$ cat config.mk
export PLATFORM = sky130hd
export DESIGN_NAME = grid_maze_depth_first_search_top_flat
export DESIGN_NICKNAME = d
export VERILOG_FILES = /design/src/sv/gmdfs_pkg.sv /design/src/sv/gmdfs_if.sv /design/src/sv/gmdfs_stack.sv /design/src/sv/grid_maze_depth_first_search_top.sv /design/src/flat_wrapper.sv
export SDC_FILE = /design/constraint.sdc
export NUM_CORES = 1
export LEC_CHECK = 0
export ABC_AREA = 1
export BUFFER_PORTS_ARGS = -buffer_cell sky130_fd_sc_hd__buf_2
export CAP_MARGIN = 20
export CORE_ASPECT_RATIO = 0.5
export CORE_UTILIZATION = 47
export CTS_CLUSTER_SIZE = 20
export DETAILED_ROUTE_END_ITERATION = 8
export GPL_TIMING_DRIVEN = 1
export SYNTH_ARGS = -nofsm -noshare
export SYNTH_HDL_FRONTEND = slang
export SYNTH_SLANG_ARGS = --single-unit
$ cat constraint.sdc
create_clock -name clk -period 3.1 [get_ports clk]
set_clock_uncertainty 0.05 [all_clocks]
set_input_delay 0.155 -clock clk [delete_from_list [all_inputs] [get_ports clk]]
set_output_delay 0.155 -clock clk [all_outputs]
set_load 0.02 [all_outputs]
$ cat src/sv/gmdfs_pkg.sv
// ----------------------------------------------------------------------------
// gmdfs_pkg
// Shared types, constants and helpers for the grid maze depth-first search.
// ----------------------------------------------------------------------------
`timescale 1ns / 1ps
`default_nettype none

package gmdfs_pkg;

	// Grid and storage geometry
	localparam int GRID_ROWS   = 4;
	localparam int GRID_COLS   = 4;
	localparam int STACK_DEPTH = 16;
	localparam int LOG_DEPTH   = 16;

	localparam int CELL_COUNT = GRID_ROWS * GRID_COLS;
	localparam int CELL_W     = $clog2(CELL_COUNT);
	localparam int STK_AW     = $clog2(STACK_DEPTH);
	localparam int STK_CW     = $clog2(STACK_DEPTH + 1);
	localparam int LOG_W      = $clog2(LOG_DEPTH + 1);

	// Field widths
	localparam int ROW_W    = 2;
	localparam int COL_W    = 2;
	localparam int KIND_W   = 2;
	localparam int STEP_W   = 5;
	localparam int STAT_W   = 3;
	localparam int DIM_W    = 3;
	localparam int CFG_IX_W = 1;

	typedef enum logic {
		OP_LOAD = 1'b0,
		OP_RUN  = 1'b1
	} opcode_t;

	typedef enum logic [KIND_W-1:0] {
		KIND_OPEN    = 2'd0,
		KIND_BLOCKED = 2'd1,
		KIND_START   = 2'd2,
		KIND_DEST    = 2'd3
	} kind_t;

	typedef enum logic [STAT_W-1:0] {
		STAT_VISITING = 3'd0,
		STAT_REACHED  = 3'd1,
		STAT_NO_ROUTE = 3'd2,
		STAT_LOG_FULL = 3'd3,
		STAT_NO_START = 3'd4
	} status_t;

	typedef enum logic [CFG_IX_W-1:0] {
		CFG_ROWS = 1'b0,
		CFG_COLS = 1'b1
	} cfg_idx_t;

	// Neighbor scan order
	typedef enum logic [1:0] {
		NBR_ROW_INC = 2'd0,
		NBR_ROW_DEC = 2'd1,
		NBR_COL_INC = 2'd2,
		NBR_COL_DEC = 2'd3
	} nbr_t;

	typedef enum logic [2:0] {
		ST_IDLE,
		ST_NO_START,
		ST_RD_CUR,
		ST_DEST,
		ST_NB_RD,
		ST_NB_CHK,
		ST_POP,
		ST_POP_WAIT
	} state_t;

	// Stack control and status
	typedef struct packed {
		logic clear;
		logic push;
		logic pop;
	} stk_ctrl_t;

	typedef struct packed {
		logic empty;
		logic full;
	} stk_stat_t;

	localparam logic [DIM_W-1:0] DIM_ROWS_MAX = DIM_W'(GRID_ROWS);
	localparam logic [DIM_W-1:0] DIM_COLS_MAX = DIM_W'(GRID_COLS);
	localparam logic [DIM_W-1:0] DIM_RESET    = 3'd3;

	function automatic logic [DIM_W-1:0] clamp_dim(logic [DIM_W-1:0] v,
	                                               logic [DIM_W-1:0] hi);
		logic [DIM_W-1:0] r;
		if (v == '0)
			r = DIM_W'(1);
		else if (v > hi)
			r = hi;
		else
			r = v;
		return r;
	endfunction

	function automatic logic [CELL_W-1:0] cell_idx(logic [ROW_W-1:0] row,
	                                               logic [COL_W-1:0] col);
		return CELL_W'(int'(row) * GRID_COLS + int'(col));
	endfunction

	function automatic logic [ROW_W-1:0] idx_row(logic [CELL_W-1:0] idx);
		return ROW_W'(int'(idx) / GRID_COLS);
	endfunction

	function automatic logic [COL_W-1:0] idx_col(logic [CELL_W-1:0] idx);
		return COL_W'(int'(idx) % GRID_COLS);
	endfunction

endpackage

`default_nettype wire

$ cat src/sv/gmdfs_if.sv
// ----------------------------------------------------------------------------
// gmdfs_if
// Valid/ready channels for commands in and visit results out.
// ----------------------------------------------------------------------------
`timescale 1ns / 1ps
`default_nettype none

interface gmdfs_cmd_if
	import gmdfs_pkg::*;
();
	logic              valid;
	logic              ready;
	logic              opcode;
	logic [ROW_W-1:0]  cell_row;
	logic [COL_W-1:0]  cell_col;
	logic [KIND_W-1:0] cell_kind;

	modport source (output valid, opcode, cell_row, cell_col, cell_kind, input ready);
	modport sink   (input valid, opcode, cell_row, cell_col, cell_kind, output ready);
endinterface

interface gmdfs_res_if
	import gmdfs_pkg::*;
();
	logic              valid;
	logic              ready;
	logic [ROW_W-1:0]  pos_row;
	logic [COL_W-1:0]  pos_col;
	logic [STEP_W-1:0] step_index;
	logic [STAT_W-1:0] status;
	logic              last;

	modport source (output valid, pos_row, pos_col, step_index, status, last, input ready);
	modport sink   (input valid, pos_row, pos_col, step_index, status, last, output ready);
endinterface

`default_nettype wire

$ cat src/sv/gmdfs_stack.sv
// ----------------------------------------------------------------------------
// gmdfs_stack
// Search stack: one-port-per-op RAM of cell indexes with a fill count.
// ----------------------------------------------------------------------------
`timescale 1ns / 1ps
`default_nettype none

module gmdfs_stack
	import gmdfs_pkg::*;
(
	input  wire logic              clk,
	input  wire logic              arst_n,
	input  wire stk_ctrl_t         ctrl,
	input  wire logic [CELL_W-1:0] push_cell,
	output logic      [CELL_W-1:0] pop_cell,
	output stk_stat_t              stat
);

	logic [CELL_W-1:0] mem [STACK_DEPTH];
	logic [STK_CW-1:0] count_q;
	logic [STK_CW-1:0] top_idx;

	assign top_idx    = count_q - STK_CW'(1);
	assign stat.empty = (count_q == '0);
	assign stat.full  = (count_q == STK_CW'(STACK_DEPTH));

	always_ff @(posedge clk or negedge arst_n) begin
		if (!arst_n) begin
			count_q <= '0;
		end else if (ctrl.clear) begin
			count_q <= '0;
		end else if (ctrl.push) begin
			count_q <= count_q + STK_CW'(1);
		end else if (ctrl.pop) begin
			count_q <= top_idx;
		end
	end

	// RAM: write on push, registered read of the top entry on pop
	always_ff @(posedge clk) begin
		if (ctrl.push)
			mem[count_q[STK_AW-1:0]] <= push_cell;
		if (ctrl.pop)
			pop_cell <= mem[top_idx[STK_AW-1:0]];
	end

	a_no_push_full: assert property (@(posedge clk) disable iff (!arst_n)
		ctrl.push |-> !stat.full)
		else $error("stack push while full");

	a_no_pop_empty: assert property (@(posedge clk) disable iff (!arst_n)
		ctrl.pop |-> !stat.empty)
		else $error("stack pop while empty");

	a_push_pop_excl: assert property (@(posedge clk) disable iff (!arst_n)
		!(ctrl.push && ctrl.pop))
		else $error("stack push and pop in one cycle");

endmodule

`default_nettype wire

$ cat src/sv/grid_maze_depth_first_search_top.sv
// Load command: taken one per cycle back to back while idle; no result.
// Run command: a no-start result when no start lies in the region; otherwise, per
//   logged cell: cell read, log/emit, map read and check per neighbor in the region,
//   pop, pop read, one after another, as the cell map and stack RAM each have one read port.
// A new command is taken once the run's last result sits in the output register.
// Reset: control, visited flags, stack count and start are cleared at once; no clearing pass.
// ----------------------------------------------------------------------------
// grid_maze_depth_first_search_top
// Depth-first walk over a small grid held in a cell-map RAM, with a stack RAM
// of pending cells and a visit log streamed out one result per transfer.
// ----------------------------------------------------------------------------
`timescale 1ns / 1ps
`default_nettype none

module grid_maze_depth_first_search_top
	import gmdfs_pkg::*;
(
	input  wire logic                clk,
	input  wire logic                arst_n,
	input  wire logic                cfg_we,
	input  wire logic [CFG_IX_W-1:0] cfg_index,
	input  wire logic [DIM_W-1:0]    cfg_data,
	gmdfs_cmd_if.sink                cmd,
	gmdfs_res_if.source              res
);

	// ------------------------------------------------------------------
	// Registers
	// ------------------------------------------------------------------
	state_t            state_q, state_d;
	logic [DIM_W-1:0]  rows_q, cols_q;
	logic [CELL_W-1:0] start_q;
	logic              start_vld_q;
	logic [CELL_W-1:0] cur_q;
	nbr_t              nb_q;
	logic [LOG_W-1:0]  log_cnt_q;
	logic [CELL_COUNT-1:0] visited_q;
	logic [CELL_W-1:0] nb_idx_q;

	// Output holding register
	logic              ov_q;
	logic [ROW_W-1:0]  o_row_q;
	logic [COL_W-1:0]  o_col_q;
	logic [STEP_W-1:0] o_step_q;
	status_t           o_stat_q;
	logic              o_last_q;

	// Cell map RAM
	logic [KIND_W-1:0] cell_mem [CELL_COUNT];
	logic [KIND_W-1:0] map_rd_q;
	logic              map_we, map_re;
	logic [CELL_W-1:0] map_wa, map_ra;

	// Stack
	stk_ctrl_t         stk_ctrl;
	stk_stat_t         stk_stat;
	logic [CELL_W-1:0] stk_pop_cell;

	// ------------------------------------------------------------------
	// Combinational helpers
	// ------------------------------------------------------------------
	logic [DIM_W-1:0]  er, ec;
	logic [ROW_W-1:0]  cur_row, st_row;
	logic [COL_W-1:0]  cur_col, st_col;
	logic              out_free;
	logic              cmd_xfer;
	logic              start_ok;
	logic              is_dest, log_full;
	logic              nb_in, nb_free;
	logic [CELL_W-1:0] nb_idx;

	// Strobes from the sequencer
	logic              emit;
	logic [CELL_W-1:0] e_cell;
	logic [STEP_W-1:0] e_step;
	status_t           e_stat;
	logic              e_last;
	logic              run_go, cur_ld_start, cur_ld_pop, vis_set, log_inc;
	logic              nb_clr, nb_inc;

	assign er       = clamp_dim(rows_q, DIM_ROWS_MAX);
	assign ec       = clamp_dim(cols_q, DIM_COLS_MAX);
	assign cur_row  = idx_row(cur_q);
	assign cur_col  = idx_col(cur_q);
	assign st_row   = idx_row(start_q);
	assign st_col   = idx_col(start_q);
	assign out_free = !ov_q || res.ready;
	assign cmd.ready = (state_q == ST_IDLE);
	assign cmd_xfer = cmd.valid && cmd.ready;
	assign start_ok = start_vld_q && (DIM_W'(st_row) < er) && (DIM_W'(st_col) < ec);
	assign is_dest  = (kind_t'(map_rd_q) == KIND_DEST);
	assign log_full = (log_cnt_q >= LOG_W'(LOG_DEPTH));
	// Neighbor is pushable when it is not blocked and not yet visited
	assign nb_free  = (kind_t'(map_rd_q) != KIND_BLOCKED) && !visited_q[nb_idx_q];

	// Current neighbor: region check and index
	always_comb begin
		nb_in  = 1'b0;
		nb_idx = cur_q;
		unique case (nb_q)
			NBR_ROW_INC: begin
				nb_in  = (DIM_W'(cur_row) + DIM_W'(1)) < er;
				nb_idx = cur_q + CELL_W'(GRID_COLS);
			end
			NBR_ROW_DEC: begin
				nb_in  = (cur_row != '0);
				nb_idx = cur_q - CELL_W'(GRID_COLS);
			end
			NBR_COL_INC: begin
				nb_in  = (DIM_W'(cur_col) + DIM_W'(1)) < ec;
				nb_idx = cur_q + CELL_W'(1);
			end
			NBR_COL_DEC: begin
				nb_in  = (cur_col != '0);
				nb_idx = cur_q - CELL_W'(1);
			end
		endcase
	end

	// ------------------------------------------------------------------
	// Sequencer
	// ------------------------------------------------------------------
	always_ff @(posedge clk or negedge arst_n) begin
		if (!arst_n)
			state_q <= ST_IDLE;
		else
			state_q <= state_d;
	end

	always_comb begin
		state_d      = state_q;
		emit         = 1'b0;
		e_cell       = cur_q;
		e_step       = STEP_W'(log_cnt_q);
		e_stat       = STAT_VISITING;
		e_last       = 1'b0;
		run_go       = 1'b0;
		cur_ld_start = 1'b0;
		cur_ld_pop   = 1'b0;
		vis_set      = 1'b0;
		log_inc      = 1'b0;
		nb_clr       = 1'b0;
		nb_inc       = 1'b0;
		map_we       = 1'b0;
		map_wa       = cell_idx(cmd.cell_row, cmd.cell_col);
		map_re       = 1'b0;
		map_ra       = cur_q;
		stk_ctrl     = '0;

		unique case (state_q)
			ST_IDLE: begin
				if (cmd_xfer) begin
					if (opcode_t'(cmd.opcode) == OP_RUN) begin
						run_go        = 1'b1;
						stk_ctrl.clear = 1'b1;
						if (start_ok) begin
							cur_ld_start = 1'b1;
							state_d      = ST_RD_CUR;
						end else begin
							state_d = ST_NO_START;
						end
					end else begin
						map_we = (int'(cmd.cell_row) < GRID_ROWS) &&
						         (int'(cmd.cell_col) < GRID_COLS);
					end
				end
			end
			ST_NO_START: begin
				if (out_free) begin
					emit    = 1'b1;
					e_cell  = '0;
					e_step  = '0;
					e_stat  = STAT_NO_START;
					e_last  = 1'b1;
					state_d = ST_IDLE;
				end
			end
			ST_RD_CUR: begin
				map_re  = 1'b1;
				state_d = ST_DEST;
			end
			ST_DEST: begin
				if (out_free) begin
					emit = 1'b1;
					if (log_full) begin
						e_step  = STEP_W'(LOG_DEPTH);
						e_stat  = is_dest ? STAT_REACHED : STAT_LOG_FULL;
						e_last  = 1'b1;
						state_d = ST_IDLE;
					end else begin
						e_stat  = is_dest ? STAT_REACHED : STAT_VISITING;
						e_last  = is_dest;
						log_inc = 1'b1;
						if (is_dest) begin
							state_d = ST_IDLE;
						end else begin
							vis_set = 1'b1;
							nb_clr  = 1'b1;
							state_d = ST_NB_RD;
						end
					end
				end
			end
			ST_NB_RD: begin
				if (nb_in) begin
					map_re  = 1'b1;
					map_ra  = nb_idx;
					state_d = ST_NB_CHK;
				end else if (nb_q == NBR_COL_DEC) begin
					state_d = ST_POP;
				end else begin
					nb_inc = 1'b1;
				end
			end
			ST_NB_CHK: begin
				// pushes to a full stack are dropped
				stk_ctrl.push = nb_free && !stk_stat.full;
				if (nb_q == NBR_COL_DEC) begin
					state_d = ST_POP;
				end else begin
					nb_inc  = 1'b1;
					state_d = ST_NB_RD;
				end
			end
			ST_POP: begin
				if (!stk_stat.empty) begin
					stk_ctrl.pop = 1'b1;
					state_d      = ST_POP_WAIT;
				end else if (out_free) begin
					emit    = 1'b1;
					e_stat  = STAT_NO_ROUTE;
					e_last  = 1'b1;
					state_d = ST_IDLE;
				end
			end
			ST_POP_WAIT: begin
				cur_ld_pop = 1'b1;
				state_d    = ST_RD_CUR;
			end
			default: begin
				state_d = ST_IDLE;
			end
		endcase
	end

	// ------------------------------------------------------------------
	// Control and search state
	// ------------------------------------------------------------------
	always_ff @(posedge clk or negedge arst_n) begin
		if (!arst_n) begin
			rows_q      <= DIM_RESET;
			cols_q      <= DIM_RESET;
			start_q     <= '0;
			start_vld_q <= 1'b0;
			cur_q       <= '0;
			nb_q        <= NBR_ROW_INC;
			log_cnt_q   <= '0;
			visited_q   <= '0;
		end else begin
			if (cfg_we) begin
				unique case (cfg_idx_t'(cfg_index))
					CFG_ROWS: rows_q <= cfg_data;
					CFG_COLS: cols_q <= cfg_data;
				endcase
			end
			// last start loaded wins; overwriting the start cell drops it
			if (map_we) begin
				if (kind_t'(cmd.cell_kind) == KIND_START) begin
					start_q     <= map_wa;
					start_vld_q <= 1'b1;
				end else if (map_wa == start_q) begin
					start_vld_q <= 1'b0;
				end
			end
			if (run_go) begin
				visited_q <= '0;
				log_cnt_q <= '0;
			end else begin
				if (vis_set)
					visited_q[cur_q] <= 1'b1;
				if (log_inc)
					log_cnt_q <= log_cnt_q + LOG_W'(1);
			end
			if (cur_ld_start)
				cur_q <= start_q;
			else if (cur_ld_pop)
				cur_q <= stk_pop_cell;
			if (nb_clr)
				nb_q <= NBR_ROW_INC;
			else if (nb_inc)
				nb_q <= nbr_t'(nb_q + 2'd1);
		end
	end

	// Neighbor index held for the push after its map read
	always_ff @(posedge clk) begin
		if (map_re)
			nb_idx_q <= map_ra;
	end

	// Cell map RAM: one write, one registered read
	always_ff @(posedge clk) begin
		if (map_we)
			cell_mem[map_wa] <= cmd.cell_kind;
		if (map_re)
			map_rd_q <= cell_mem[map_ra];
	end

	gmdfs_stack u_stack (
		.clk       (clk),
		.arst_n    (arst_n),
		.ctrl      (stk_ctrl),
		.push_cell (nb_idx_q),
		.pop_cell  (stk_pop_cell),
		.stat      (stk_stat)
	);

	// ------------------------------------------------------------------
	// Output register: holds a result until its transfer
	// ------------------------------------------------------------------
	always_ff @(posedge clk or negedge arst_n) begin
		if (!arst_n)
			ov_q <= 1'b0;
		else if (emit)
			ov_q <= 1'b1;
		else if (res.ready)
			ov_q <= 1'b0;
	end

	always_ff @(posedge clk) begin
		if (emit) begin
			o_row_q  <= idx_row(e_cell);
			o_col_q  <= idx_col(e_cell);
			o_step_q <= e_step;
			o_stat_q <= e_stat;
			o_last_q <= e_last;
		end
	end

	assign res.valid      = ov_q;
	assign res.pos_row    = o_row_q;
	assign res.pos_col    = o_col_q;
	assign res.step_index = o_step_q;
	assign res.status     = o_stat_q;
	assign res.last       = o_last_q;

	// ------------------------------------------------------------------
	// Assertions
	// ------------------------------------------------------------------
	a_log_bound: assert property (@(posedge clk) disable iff (!arst_n)
		log_cnt_q <= LOG_W'(LOG_DEPTH))
		else $error("log count beyond log depth");

	a_cur_visited: assert property (@(posedge clk) disable iff (!arst_n)
		(state_q == ST_NB_CHK) |-> visited_q[cur_q])
		else $error("neighbor check before current cell marked visited");

	a_res_hold: assert property (@(posedge clk) disable iff (!arst_n)
		(res.valid && !res.ready) |=> (res.valid && $stable({res.pos_row, res.pos_col,
			res.step_index, res.status, res.last})))
		else $error("result changed while waiting for its transfer");

endmodule

`default_nettype wire

$ cat src/flat_wrapper.sv
// flat-port wrapper written by rule: the top's interface ports become plain ports
module grid_maze_depth_first_search_top_flat import gmdfs_pkg::*;
  (clk, arst_n, cfg_we, cfg_index, cfg_data, cmd_valid, cmd_opcode, cmd_cell_row, cmd_cell_col, cmd_cell_kind, cmd_ready, res_valid, res_pos_row, res_pos_col, res_step_index, res_status, res_last, res_ready);
  gmdfs_cmd_if cmd_i ();
  gmdfs_res_if res_i ();
  input  wire logic clk;
  input  wire logic arst_n;
  input  wire logic cfg_we;
  input  wire logic [CFG_IX_W-1:0] cfg_index;
  input  wire logic [DIM_W-1:0] cfg_data;
  input wire logic [$bits(cmd_i.valid)-1:0] cmd_valid;
  input wire logic [$bits(cmd_i.opcode)-1:0] cmd_opcode;
  input wire logic [$bits(cmd_i.cell_row)-1:0] cmd_cell_row;
  input wire logic [$bits(cmd_i.cell_col)-1:0] cmd_cell_col;
  input wire logic [$bits(cmd_i.cell_kind)-1:0] cmd_cell_kind;
  output wire logic [$bits(cmd_i.ready)-1:0] cmd_ready;
  output wire logic [$bits(res_i.valid)-1:0] res_valid;
  output wire logic [$bits(res_i.pos_row)-1:0] res_pos_row;
  output wire logic [$bits(res_i.pos_col)-1:0] res_pos_col;
  output wire logic [$bits(res_i.step_index)-1:0] res_step_index;
  output wire logic [$bits(res_i.status)-1:0] res_status;
  output wire logic [$bits(res_i.last)-1:0] res_last;
  input wire logic [$bits(res_i.ready)-1:0] res_ready;
  assign cmd_i.valid = cmd_valid;
  assign cmd_i.opcode = cmd_opcode;
  assign cmd_i.cell_row = cmd_cell_row;
  assign cmd_i.cell_col = cmd_cell_col;
  assign cmd_i.cell_kind = cmd_cell_kind;
  assign cmd_ready = cmd_i.ready;
  assign res_valid = res_i.valid;
  assign res_pos_row = res_i.pos_row;
  assign res_pos_col = res_i.pos_col;
  assign res_step_index = res_i.step_index;
  assign res_status = res_i.status;
  assign res_last = res_i.last;
  assign res_i.ready = res_ready;
  grid_maze_depth_first_search_top u_core (.clk(clk), .arst_n(arst_n), .cfg_we(cfg_we), .cfg_index(cfg_index), .cfg_data(cfg_data), .cmd(cmd_i), .res(res_i));
endmodule
==> flow_summary.yaml, run 1 <==
critical_path:
  cp.depth: 15
  cp.arrival_ns: 2.99
  path_max_fanout: 17
  max_stage_delay_ns: 0.46
  worstSetupEndpointType: "flip-flop"
  cp.required_ns: 3.23
  crit_top_cell: "nand2_1"
  critPathKind: "reg2reg"
  startpoint_type: "flip-flop"
  rr_startpoint: "u_core.cur_q[2]$_DFFE_PN0P_"
  crit_start: "u_core.cur_q[2]$_DFFE_PN0P_"
  r2r_cells: 15
  crit_end: "u_core.map_rd_q[1]$_DFFE_PP_"
  r2r-end: "u_core.map_rd_q[1]$_DFFE_PP_"
  reg2reg_slack_ns: 0.24
  cp_slowest_cell: "dfrtp_1"
  critical_path.top_delay_family: "simple AND/OR/NAND/NOR gates"
  crit_buf_inv: 2
  path_cells: "inv_1 > ha_1 > ha_1 > nand2_1 > inv_1 > nand2_1 > nand2_1 > nand2_1 > nand4_4 > nand2_4 > nand2_1 > nand3_1 > nand3_1 > nand3_1 > nand2_1"
clock_network:
  clock-sinks: 166
  root_buffer: "clkbuf_16"
  cts_buffers: 17
  tritoncts: "built"
  htree_levels: 4
  post_cts.repair.setup_buffers: 0
  worstSkewPairLatency_ns: 0.43
  cts.path.max_buffers: 2
  path_clk_slew_ns: 0.07
synthesis:
  async_flop_share: 0.2831
  syn_area_per_cell_um2: 10.38
  synth_edf_count: 119
  ys_ff_latch: 166
  ys_warn_count: 0
  synth_cell_types: 48
  yosys.area.top_type: "edfxtp_1"
  yosys-top-cells-area: "edfxtp_1, dfrtp_1, nand2_1, nor2_1, ha_1"
  netlist_area_um2: 8005
  synth_top_area_frac: 0.4464
  syn_inst: 771
  ys.flop_type: "edfxtp_1"
  syn_nets: 814
  yosysSeqAreaShare: 0.5939
final_layout:
  finalNetCount: 859
  n_antenna_cell: 0
  seq_area_um2: 4755
  fillers: 1461
  design_area_um2: 9035
  multi_input_area_um2: 2814
  drive_above_1_share: 0.1472
  finalNonFillerCells: 1056
  final_common_cell: "nand2_1"
  area_growth_pct: 12.86
  final_cell_mix: "nand2_1, edfxtp_1, nor2_1"
power_and_ir_drop:
  leakage_uw: 0.003628
  ir_worst_vdd_mv: 0.3818
  p_int_uw: 5180
  seqPwrFrac: 0.379
  power.switching_uw: 3574
  pwr-share-clk: 0.233
  p_sw_frac: 0.4083
  combPwrFrac: 0.387
  power.density_nw_per_um2: 968.9
sta:
  rsz0062_at_grt: "false"
  hold_viol_final: 0
  max_freq_ghz: 0.3491
  period_share: 0.9239
  final.setup.tns_ns: 0
  slew_headroom: 0.2793
  fin_crit_ns: 2.864
  finalMaxSlewViolations: 0
  finalSetupViolCount: 0
  worst_slew_pin_slew_ns: 1.072
floorplan:
  die_width_um: 186.6
  coreArea_um2: 16520
  die_h_um: 94.29
  die-area_um2: 17590
  initial_utilization: 0.4847
  row_count: 33
  io_pins: 31
status:
  status: "complete, no violations"
route:
  drt_drc_violations_left: 0
  via_count: 5561
  vias_per_cell: 5.266
  ant_nets: 0
  drtIter0Drc: 345
  drt_wl_total_mm: 17.02
  wl_per_cell_um: 16.12
  drt_pre_antenna_iters: 5
flow_run:
  drv_cap: 0
placement:
  post-place-cells: 1020
  dpl.hpwl_mm: 12.04
  gp_congestion: 0.9236
  postPlaceCellArea_um2: 8419
  port_buffers: 30
global_routing:
  grt_pass1_vias: 5291
  antenna_found_initial: 0
  grt_pass1_wl_mm: 27.86
  grt_usage: 0.2068
  grt_overflow_total: 0
  grt_max_degree: 36
hold_path:
  hp-class: "in2reg"
==> cells by family (layout without fill, tap and decap cells) <==
logic type / count (synthesis) / in the layout / synth area share
buf+inv: 108 / 166 / 0.05455
xor+xnor: 15 / 15 / 0.01641
mux: 8 / 8 / 0.01000
simple gates: 326 / 326 / 0.1896
flops: 166 / 166 / 0.5939
fa+ha+maj: 27 / 27 / 0.04314
compound gates: 121 / 121 / 0.09238
==> worst reg2reg max path, stage by stage, from the launching register on <==
cell	delay [ns]
dfrtp_1	0.46
inv_1	0.18
ha_1	0.33
ha_1	0.29
nand2_1	0.07
inv_1	0.04
nand2_1	0.05
nand2_1	0.05
nand2_1	0.18
nand4_4	0.27
nand2_4	0.28
nand2_1	0.08
nand3_1	0.08
nand3_1	0.08
nand3_1	0.10
nand2_1	0.05
==> metrics by stage <==
step | setup WS, ns | power (uW) | hold WS (ns) | util
after floorplan | 0.5862 | 5773 | -0.1906 | -
after detailed placement | 0.2796 | 6735 | 0.2531 | 0.5098
after global routing | 0.02668 | 9354 | 0.02810 | 0.5470
final | 0.2359 | 8754 | 0.02347 | 0.5470
after global placement | 0.3721 | 6694 | 0.2448 | 0.5098
after CTS | 0.2543 | 8788 | 0.004517 | 0.5470
==> layer usage <==
layer	global-route usage	vias up	share of wire
met5	0	-	0
met4	0.05806	0	0.0079
met3	0.04145	15	0.035
met2	0.3265	115	0.45
met1	0.2907	2689	0.50
li1	-	2742	-
==> power by group through the flow <==
stage / sequential (uW) / clock (uW) / combinational (uW)
floorplan: 3350 / 0 / 2420
global placement: 3360 / 0 / 3340
detailed placement: 3370 / 0 / 3360
CTS: 3320 / 2070 / 3390
global route: 3390 / 2160 / 3800
finish: 3320 / 2040 / 3390
==> Yosys cell counts, types with 2 or more instances <==
library cell  instances
o22ai_1               2
o211ai_1             16
o21ai_1               3
o21ai_2               3
a21oi_1              33
xnor2_1               9
mux2i_1               8
nor2_4                4
dfstp_2               4
nand4_1               3
inv_2                12
edfxtp_1            119
nand2_2              12
nand2_4               2
nor2_1               95
dfrtp_1              43
buf_2                 5
nand3_1              62
o21ai_0              43
o32ai_1               8
nand2_1             124
inv_1                76
ha_1                 26
nand3b_1             10
o221ai_1              9
buf_1                 2
nor3_1                3
xor2_1                6
nor3_2                2
nand3_4               2
clkbuf_1              8
==> layout make-up <==
cell class | instances | share of cell area
sequential | 166 | 0.5262
multi-input combinational | 497 | 0.3115
clock buffer | 17 | 0.04708
inverter | 90 | 0.03781
tap | 227 | 0.03144
timing repair buffer | 44 | 0.02936
clock inverter | 15 | 0.01662
==> sequential cells by signal, summed over array words and instances, names as in the netlist, 3 cells and up <==
name                     cells
u_core.cell_mem             32
u_core.cols_q                3
u_core.cur_q                 4
u_core.log_cnt_q             5
u_core.nb_idx_q              4
u_core.res.status            3
u_core.res.step_index        5
u_core.rows_q                3
u_core.start_q               4
u_core.state_q               3
u_core.u_stack.count_q       5
u_core.u_stack.mem          64
u_core.u_stack.pop_cell      4
u_core.visited_q            16
==> timing repair <==
| item | 4_1_cts | 5_1_grt |
|---|---|---|
| hold buffers | 4 | 0 |
| endpoints found under the hold margin | 38 | 0 |
| gates resized for setup | 0 | 0 |
==> worst min-delay path by stage <==
stage / startpoint / endpoint / depth (start not counted)
finish: cfg_index / u_core.cols_q[1]$_DFFE_PN1P_ / 3
floorplan: arst_n / u_core.cols_q[2]$_DFFE_PN0P_ / 0
detailed placement: arst_n / u_core.visited_q[9]$_DFFE_PN0P_ / 1
global route: cmd_cell_row[0] / u_core.start_q[2]$_DFFE_PN0P_ / 3
global placement: arst_n / u_core.visited_q[9]$_DFFE_PN0P_ / 1
CTS: cfg_index / u_core.cols_q[1]$_DFFE_PN1P_ / 3
No activity file was read; power rests on OpenSTA's default activity.
==> run 2, diff against run 1 <==
--- a/config.mk
+++ b/config.mk
@@ -6,7 +6,7 @@
 export NUM_CORES = 1
 export LEC_CHECK = 0
 export ABC_AREA = 1
-export BUFFER_PORTS_ARGS = -buffer_cell sky130_fd_sc_hd__buf_2
+export BUFFER_PORTS_ARGS = -buffer_cell sky130_fd_sc_hd__buf_4
 export CAP_MARGIN = 20
 export CORE_ASPECT_RATIO = 0.5
 export CORE_UTILIZATION = 47
==> run 2 against run 1 <==
Net effect: final cell count grew 0.19%; combinational power grew 1%; fmax grew 0.66%; register-to-register slack gained 0.02 ns; count of clock-buffer cells in the layout is the same; flip-flop and latch count is the same; setup slack gained 0.019 ns; sequential share of layout area shrank 0.61 points; core utilization grew 0.64 points; via count is essentially flat.
==> flow_summary.yaml, run 2 (synthesis gave the netlist of run 1 again) <==
flow_run:
  drv_cap: 0
sta:
  fin_crit_ns: 2.845
  finalMaxSlewViolations: 0
  final.setup.tns_ns: 0
  max_freq_ghz: 0.3515
  hold_viol_final: 0
  finalSetupViolCount: 0
  rsz0062_at_grt: "false"
  period_share: 0.9178
  slew_headroom: 0.5170
  worst_slew_pin_slew_ns: 0.7246
final_layout:
  final_cell_mix: "nand2_1, edfxtp_1, nor2_1"
  largest_register_ffs: 64
  area_growth_pct: 14.19
  seq_area_um2: 4755
  drive_above_1_share: 0.1468
  final_common_cell: "nand2_1"
  finalNonFillerCells: 1058
  multi_input_area_um2: 2814
  n_antenna_cell: 0
  finalNetCount: 861
  fillers: 1466
route:
  via_count: 5566
  wl_per_cell_um: 16.16
  drt_drc_violations_left: 0
  drt_wl_total_mm: 17.09
  vias_per_cell: 5.261
  ant_nets: 0
  drt_pre_antenna_iters: 6
  drtIter0Drc: 384
clock_network:
  root_buffer: "clkbuf_16"
  post_cts.repair.setup_buffers: 0
  cts.path.max_buffers: 2
  cts_buffers: 17
  clock-sinks: 166
  path_clk_slew_ns: 0.07
  worstSkewPairLatency_ns: 0.43
  tritoncts: "built"
  htree_levels: 4
critical_path:
  path_max_fanout: 17
  worstSetupEndpointType: "flip-flop"
  reg2reg_slack_ns: 0.25
  cp.arrival_ns: 2.98
  critPathKind: "reg2reg"
  startpoint_type: "flip-flop"
  r2r-end: "u_core.map_rd_q[1]$_DFFE_PP_"
  cp.required_ns: 3.23
  r2r_cells: 15
  rr_startpoint: "u_core.cur_q[2]$_DFFE_PN0P_"
floorplan:
  die_h_um: 94.29
  die-area_um2: 17590
  initial_utilization: 0.4847
  row_count: 33
  io_pins: 31
  die_width_um: 186.6
  coreArea_um2: 16520
global_routing:
  grt_pass1_vias: 5334
  grt_usage: 0.2070
  grt_pass1_wl_mm: 27.74
  grt_max_degree: 48
  grt_overflow_total: 0
  antenna_found_initial: 0
placement:
  port_buffers: 30
  dpl.hpwl_mm: 12.06
  post-place-cells: 1019
  gp_congestion: 0.9092
hold_path:
  min_path_cells: 4
  hold_start: "cfg_index"
  hp-class: "in2reg"
  hold_path_end: "u_core.cols_q[1]$_DFFE_PN1P_"
power_and_ir_drop:
  leakage_uw: 0.003667
  power.density_nw_per_um2: 970.5
  ir_worst_vdd_mv: 0.4755
status:
  status: "complete, no violations"
==> run 2: cell count changes in the layout (fill, tap and decap cells not counted) <==
cell	previous run	this run
dlygate4sd3_1	4	6
inv_6	8	6
clkinv_4	2	4
buf_4	10	39
buf_2	30	1
bufinv_16	0	1
clkinv_8	2	1
==> run 2: cell type report <==
class,count,share of cell area
repair buffers,46,0.03915
flip-flops and latches,166,0.5201
inverters,90,0.03737
well taps,227,0.03107
clock buffers,17,0.04654
clock inverters,15,0.01793
multi-input cells,497,0.3078
==> run 2: how the worst max path moves through the flow <==
stage | start | endpoint | slack [ns] | cells past startpoint
floorplan | u_core.cur_q[0]$_DFFE_PN0P_ | u_core.map_rd_q[1]$_DFFE_PP_ | 0.59 | 18
global placement | u_core.cur_q[2]$_DFFE_PN0P_ | u_core.map_rd_q[1]$_DFFE_PP_ | 0.38 | 15
detailed placement | u_core.cur_q[2]$_DFFE_PN0P_ | u_core.map_rd_q[1]$_DFFE_PP_ | 0.30 | 15
CTS | u_core.cur_q[2]$_DFFE_PN0P_ | u_core.map_rd_q[1]$_DFFE_PP_ | 0.26 | 15
global route | u_core.cur_q[2]$_DFFE_PN0P_ | u_core.map_rd_q[1]$_DFFE_PP_ | 0.009 | 15
finish | u_core.cur_q[2]$_DFFE_PN0P_ | u_core.map_rd_q[1]$_DFFE_PP_ | 0.25 | 15
==> run 2: repair_timing <==
action,4_1_cts,5_1_grt
gates resized for setup,0,0
endpoints found under the hold margin,71,0
hold buffers,6,0
==> run 2: metrics by stage <==
step	total power, uW	hold slack, ns	util	cell area (um^2)	setup slack [ns]
after floorplan	5773	-0.1906	-	8005	0.5862
after global placement	6734	0.1803	0.5139	8487	0.3833
after detailed placement	6766	0.1818	0.5139	8487	0.3019
after CTS	8899	0.007473	0.5532	9136	0.2609
after global routing	9452	0.02459	0.5535	9141	0.008546
final	8872	0.02259	0.5535	9141	0.2548
==> run 2: where the power goes <==
part | total [uW] | switching [uW] | internal [uW]
registers | 3320 | 370 | 2950
logic | 3440 | 2230 | 1210
clock network | 2110 | 966 | 1140
==> run 2: critical path: stages (launching register included) <==
cell     delay, ns
dfrtp_1       0.45
inv_1         0.17
ha_1          0.33
ha_1          0.29
nand2_1       0.07
inv_1         0.04
nand2_1       0.06
nand2_1       0.05
nand2_1       0.18
nand4_4       0.27
nand2_4       0.28
nand2_2       0.06
nand3_1       0.08
nand3_1       0.09
nand3_1       0.09
nand2_1       0.05
==> run 2: per-layer routing <==
metal	share of wire	routed length, um	vias to the layer above	track usage
li1	-	-	2744	-
met3	0.048	816	21	0.05004
met5	0	0	-	0
met1	0.49	8389	2676	0.2843
met4	0.016	278	0	0.07036
met2	0.45	7609	125	0.3228
